`config.mk`:
```
export PLATFORM = sky130hd
export DESIGN_NAME = ptc_queue
export DESIGN_NICKNAME = d
export VERILOG_FILES = /design/src/hw/rtl/ptc_pkg.sv /design/src/hw/rtl/ptc_queue.sv
export SDC_FILE = /design/constraint.sdc
export NUM_CORES = 1
export LEC_CHECK = 0
export CAP_MARGIN = 20
export CELL_PAD_IN_SITES_DETAIL_PLACEMENT = 0
export CELL_PAD_IN_SITES_GLOBAL_PLACEMENT = 2
export CORE_MARGIN = 3
export CORE_UTILIZATION = 30
export DETAILED_ROUTE_END_ITERATION = 6
export DONT_BUFFER_PORTS = 1
export PLACE_DENSITY = 0.55
export SYNTH_ARGS = -nofsm -noshare
export SYNTH_HDL_FRONTEND = slang
export SYNTH_SLANG_ARGS = --single-unit
export TNS_END_PERCENT = 100
```
`constraint.sdc`:
```
create_clock -name i_clk -period 3.4 [get_ports i_clk]
set_input_delay 0.68 -clock i_clk [delete_from_list [all_inputs] [get_ports i_clk]]
set_output_delay 0.68 -clock i_clk [all_outputs]
set_load 0.1 [all_outputs]
```
`src/hw/rtl/ptc_pkg.sv`:
```
`timescale 1ns / 1ps
package ptc_pkg;

    // Fixed constants of the compensation scheme
    localparam logic [31:0] C_PA_OFS    = 32'd64000;
    localparam logic [31:0] C_P_BASE    = 32'd1048576;
    localparam logic [31:0] C_P_SCALE   = 32'd3125;
    localparam logic [31:0] C_TEMP_RND  = 32'd128;
    localparam logic [31:0] C_P1_OFS    = 32'd32768;
    localparam logic [31:0] C_SIGN32    = 32'h8000_0000;
    localparam logic [19:0] C_PRESS_MAX = 20'hFFFFF;

    // Queue between front and back
    localparam int unsigned QDEPTH = 4;
    localparam int unsigned QAW    = $clog2(QDEPTH);

    // Front pipeline depth
    localparam int unsigned NST = 12;

    // Divider: 33-bit dividend, one quotient bit per stage, plus the load stage
    localparam int unsigned DIVW = 33;
    localparam int unsigned NDS  = DIVW + 1;

    // Configuration register indexes
    typedef enum logic [1:0] {
        CFG_CAL_TEMP    = 2'd0,
        CFG_CAL_PRESS_A = 2'd1,
        CFG_CAL_PRESS_B = 2'd2,
        CFG_CAL_PRESS_C = 2'd3
    } t_cfg_idx;

    typedef struct packed {
        logic [15:0] t1;
        logic [15:0] t2;
        logic [15:0] t3;
        logic [15:0] p1;
        logic [15:0] p2;
        logic [15:0] p3;
        logic [15:0] p4;
        logic [15:0] p5;
        logic [15:0] p6;
        logic [15:0] p7;
        logic [15:0] p8;
        logic [15:0] p9;
    } t_cal;

    // One transaction handed from front to back
    typedef struct packed {
        logic [15:0] temp;
        logic [31:0] num;
        logic [31:0] den;
        logic        valid;
    } t_qent;

    // Sign-extend a 16-bit coefficient
    function automatic logic [31:0] sx16(input logic [15:0] v);
        return {{16{v[15]}}, v};
    endfunction

    // Product modulo 2^32 (low word is independent of operand signedness)
    function automatic logic [31:0] mulw(input logic [31:0] a, input logic [31:0] b);
        logic [31:0] pr;
        pr = a * b;
        return pr;
    endfunction

    // Arithmetic shift right of a 32-bit word
    function automatic logic [31:0] asr(input logic [31:0] v, input int unsigned n);
        logic signed [31:0] s;
        s = $signed(v) >>> n;
        return s;
    endfunction

endpackage

```
`src/hw/rtl/ptc_queue.sv`:
```
`timescale 1ns / 1ps
module ptc_queue
    import ptc_pkg::*;
(
    input  logic  i_clk,
    input  logic  i_rst_n,
    input  logic  i_push,
    input  t_qent i_ent,
    output logic  o_full,
    input  logic  i_pop,
    output logic  o_empty,
    output t_qent o_ent
);

    t_qent          r_mem [QDEPTH];
    logic [QAW-1:0] r_wp, r_rp;
    logic [QAW:0]   r_cnt;

    assign o_full  = (r_cnt == (QAW+1)'(QDEPTH));
    assign o_empty = (r_cnt == '0);
    assign o_ent   = r_mem[r_rp];

    // Pointers and fill count
    always_ff @(posedge i_clk) begin
        if (!i_rst_n) begin
            r_wp  <= '0;
            r_rp  <= '0;
            r_cnt <= '0;
        end else begin
            if (i_push) begin
                r_wp <= r_wp + 1'b1;
            end
            if (i_pop) begin
                r_rp <= r_rp + 1'b1;
            end
            if (i_push && !i_pop) begin
                r_cnt <= r_cnt + 1'b1;
            end else if (!i_push && i_pop) begin
                r_cnt <= r_cnt - 1'b1;
            end
        end
    end

    // Storage
    always_ff @(posedge i_clk) begin
        if (i_push) begin
            r_mem[r_wp] <= i_ent;
        end
    end

endmodule

```
# Yosys cells after proc, flatten, opt, wreduce, memory -nomap -nowiden
# Memory sizes are Yosys's and may differ from the RTL's. A register that Yosys moved wholly into a read port is not among the register bits.
# Cells that the tools add are included.
# totals
wordCells	21
mem_bits_rw	324
memories	1
register_bits	7
input_bits	85
out_inout_bits	83
# classes
eq_ne	1
add_sub_neg	4
reduce_logical	6
mux	6
# memory_table
memory	depth	width	read_ports	rd_ports_with_merged_regs	write_ports	line	source
r_mem	4	81	1	1	1	ptc_queue.sv:15	t_qent r_mem [QDEPTH];
# ops
cell	n
3-bit 2-to-1 mux	2
2-bit by 1-bit adder with 2-bit output, second input constant	2
2-bit 2-to-1 mux	2
3-bit by 1-bit adder with 3-bit output, second input constant	1
3-bit equality test, second input constant	1
3-bit logical NOT	1
3-bit by 1-bit subtractor with 3-bit output, second input constant	1
1-bit logical AND	2
1-bit logical NOT	2
1-bit 2-to-1 mux	2
2-bit nonzero test	1

# Logic depth before layout (Yosys ltp)
# logic_depth
word_depth	4
ltp_mapped	7
mapped_depth_nobuf	7

# Worst setup path before layout
# No wires, ideal clock.
# synth_path
path_type	register -> output
from	register r_cnt[0]
to	output port o_full
arrival_ns	2.553
required_ns	2.720
path_buffers	0
setup_slack_ns	0.167
path_stages_with_launch	2
path_cell_list	dfxtp_1 -> nor3b_1
# synth_between
elab_chain_cells	1
# synth_rtl
element	line	source
start: declaration	ptc_queue.sv:17	logic [QAW:0] r_cnt;
start signal: assignment	ptc_queue.sv:37	r_cnt <= r_cnt + 1'b1;
start signal: assignment	ptc_queue.sv:39	r_cnt <= r_cnt - 1'b1;
3-bit equality test	ptc_queue.sv:19	assign o_full = (r_cnt == (QAW+1)'(QDEPTH));
end: declaration	ptc_queue.sv:9	output logic o_full,
# No other way between the ends.

==> results.md <==
- Placed insts: 985
- Post-synth net total: about 560
- Num CTS Buffers: 37
- First-pass GRT wire length: 35200 um
- Cell Area, Placed: between 0.01 and 0.015 mm^2
- Layout Nets: 590
- Critical R2R Capture: r_mem[2][29]
- Leak Pwr: 4.30 nW
- Req. time, crit path: 2720 ps
- Synthesized instance count: 466
- #FFs+latches synth: 333
- Slowest cell on crit path: mux4_2
- Die extent in y: ~210 um
- CTS tree: built
- Routed length per instance: 22.3 um
- Hold Crit Depth: 0
- Antenna diode count: 0
- Psw: 3.01 mW
- Min-delay src: i_ent[12]
- Layout cells sized above 1: ~29%
- Syn Std Cell Area: 0.0122 mm^2
- Port Buf Inserts: 0
- Initial core utilization: 30.5%
- Resize count post-CTS: 0
- CP Launch Type: register
- Vias in the first global route: 5363
- Worst path max stage delay: 840 ps
- Clock Path Buffers: 3
- Routability cong.: 0.686
- Drt first pass iters: 4
- H-Tree Depth: 2
- Gr usage total: 10.9%
- Hold buffers post-CTS: 0
- Hold Crit Class: input port to register
- Worst vdd ir: between 0.4 and 0.5 mV
- Clock transition at path regs: 60 ps
- Worst Reg-to-Reg Cells: 4
- Relative slew margins: between 50 and 60%
- Endpoint class of the critical path: primary output
- Largest net degree at the start of global routing: 46
- Top post-synthesis cells by area: edfxtp_1 80%, mux4_2 15%, dfxtp_1 1.5%
- Rows: 73
- Initial antenna violation count: 0
- Layout Cells excl Fill: 1051
- Final period util: between 80 and 90%
- Yosys top cell area share: between 70% and 80%
- DP HPWL: approximately 14000 um
- CTS Root Cell: clkbuf_16
- Area leader, netlist: edfxtp_1
- Top achievable clock speed: 0.330 GHz
- Grt total ovfl: 0
- Crit path kind: register to primary output
- Chip Width: slightly above 200 um
- Slew Viols, Final: 0
- Critical Path Sink: o_ent[61]
- Worst Clk Skew: slightly above 10 ps
- Crit path max fanout: 16
- Routed Antenna Nets: 0
- Top-Level Pins: 168
- Clk pwr share: 36.4%
- Total Neg Setup Slack: 0 ps
- Reg2reg setup slack: 1510 ps
- Final hold viol count: 0
- WL final: 23400 um
- Core area: 0.0400 mm^2
- Synth Warn #: 0
- Setup-failing EPs final: 0
- Post-route minimum period: 3030 ps
- Max-Cap Viols: 0
- Iter 0 DRT Violations: 227
- Post CTS Setup Buffer Count: 0
- Register Area: just under 0.01 mm^2
- Crit-path cells: buf_4 -> mux4_2
- Sw Ratio: between 20% and 30%
- Reg power frac: 46.4%
- Multi-input combinational cell area: roughly 0.0021 mm^2
- Vias per cell: 4.58
- Power per standard cell area: 733 mW/mm^2
- RR Startpoint: r_wp[0]
- Internal power: 7.29 mW
- Comb power frac: about 17%
- Worst skew pair latency: 520 ps
- Die area: between 0.04 and 0.05 mm^2
- Average size of a mapped cell: 26.2 um^2
- Post-synth cell types: 21
- CTS Sinks: 333
- Register area share after synthesis: 81.1%
- RSZ-0062 raised after global routing: false
- Vias: 4813
- Fillers: 3666
- Crit path arrival time: roughly 2400 ps
- Status: finished, final reports clean
- Design area: around 0.014 mm^2
- Syn-to-layout area delta: 15.1%
- Slew @ Worst Pin: 685 ps
- Residual DRC: 0
## cells by family (layout without fill, tap and decap cells)
| group | count (synthesis) | after routing | share of synthesized area, % |
|---|---|---|---|
| adder cells (fa/ha/maj) | 6 | 6 | 0.676 |
| AO/OA/AOI/OAI | 2 | 2 | 0.102 |
| multiplexers | 83 | 83 | 15.1 |
| buffers and inverters | 22 | 82 | 1.88 |
| AND/OR/NAND/NOR | 15 | 15 | 0.748 |
| flip-flops | 333 | 333 | 81.1 |
| XOR/XNOR | 5 | 5 | 0.359 |
## worst min path at each step
stage / to / slack, ps
2_1_floorplan: r_cnt[2] / 470
6_report: r_mem[0][12] / 240
5_1_grt: r_mem[0][68] / 190
3_3_place_gp: r_cnt[2] / 500
3_5_place_dp: r_cnt[2] / 530
4_1_cts: r_mem[3][14] / 190
## layout make-up
| type | instances | share of cell area [%] |
|---|---|---|
| Inverter | 4 | 0.107 |
| Sequential cell | 333 | 70.5 |
| Multi-Input combinational cell | 111 | 14.9 |
| Clock buffer | 47 | 7.23 |
| Tap cell | 525 | 4.67 |
| Clock inverter | 19 | 1.02 |
| Timing Repair Buffer | 12 | 1.53 |
## Yosys cell counts (all sizes together)
cell type,number
xor2,3
dfxtp,9
nor3,1
ha,5
nand2,1
edfxtp,324
and2,9
nor3b,1
a21boi,1
xnor2,2
mux4,81
inv,4
mux2i,2
fa,1
o21ai,1
or3,1
nor2b,2
clkbuf,1
buf,17
## cells in the final DEF (no fill, tap or decap), drive strengths merged, types with 3 or more instances in the layout
cell	instances
and2	9
buf	11
clkbuf	48
clkinv	15
dfxtp	9
edfxtp	324
ha	5
inv	5
mux4	81
xor2	3
## state kept, by name (all words and copies together), names as in the netlist, named ones only
signal / flops
r_cnt: 3
r_rp: 2
r_wp: 2
r_mem: 324
## metrics by stage
stage | hold WS (ps) | setup slack (ps) | util [%] | total power, mW
global route | 193 | 197 | 35.1 | 10.7
global placement | 497 | 845 | 32.2 | 6.65
floorplan | 472 | 167 | - | 6.47
detailed placement | 535 | 852 | 32.2 | 6.67
CTS | 188 | 251 | 35.1 | 10.5
finish | 244 | 370 | 35.1 | 10.3
## metal layers
layer	share of wire (%)	vias to the layer above	global-route usage, %
met5	0	-	0
met2	52	132	18.7
met1	37	2572	12.0
met4	2.4	0	3.58
met3	8.6	46	5.17
li1	-	2063	-
## critical path, delay by kind of cell (launching register included)
| family | cells | cell delay, ps |
|---|---|---|
| buf+inv | 1 | 380 |
| flops | 1 | 580 |
| mux | 1 | 840 |
## power by group through the flow
stage / combinational [mW] / clock, mW / sequential (mW)
finish: 1.77 / 3.75 / 4.78
global placement: 1.79 / 0 / 4.86
CTS: 1.80 / 3.91 / 4.78
detailed placement: 1.80 / 0 / 4.87
global route: 1.82 / 4.08 / 4.80
floorplan: 1.63 / 0 / 4.85
(Power assumes the default switching activity.)
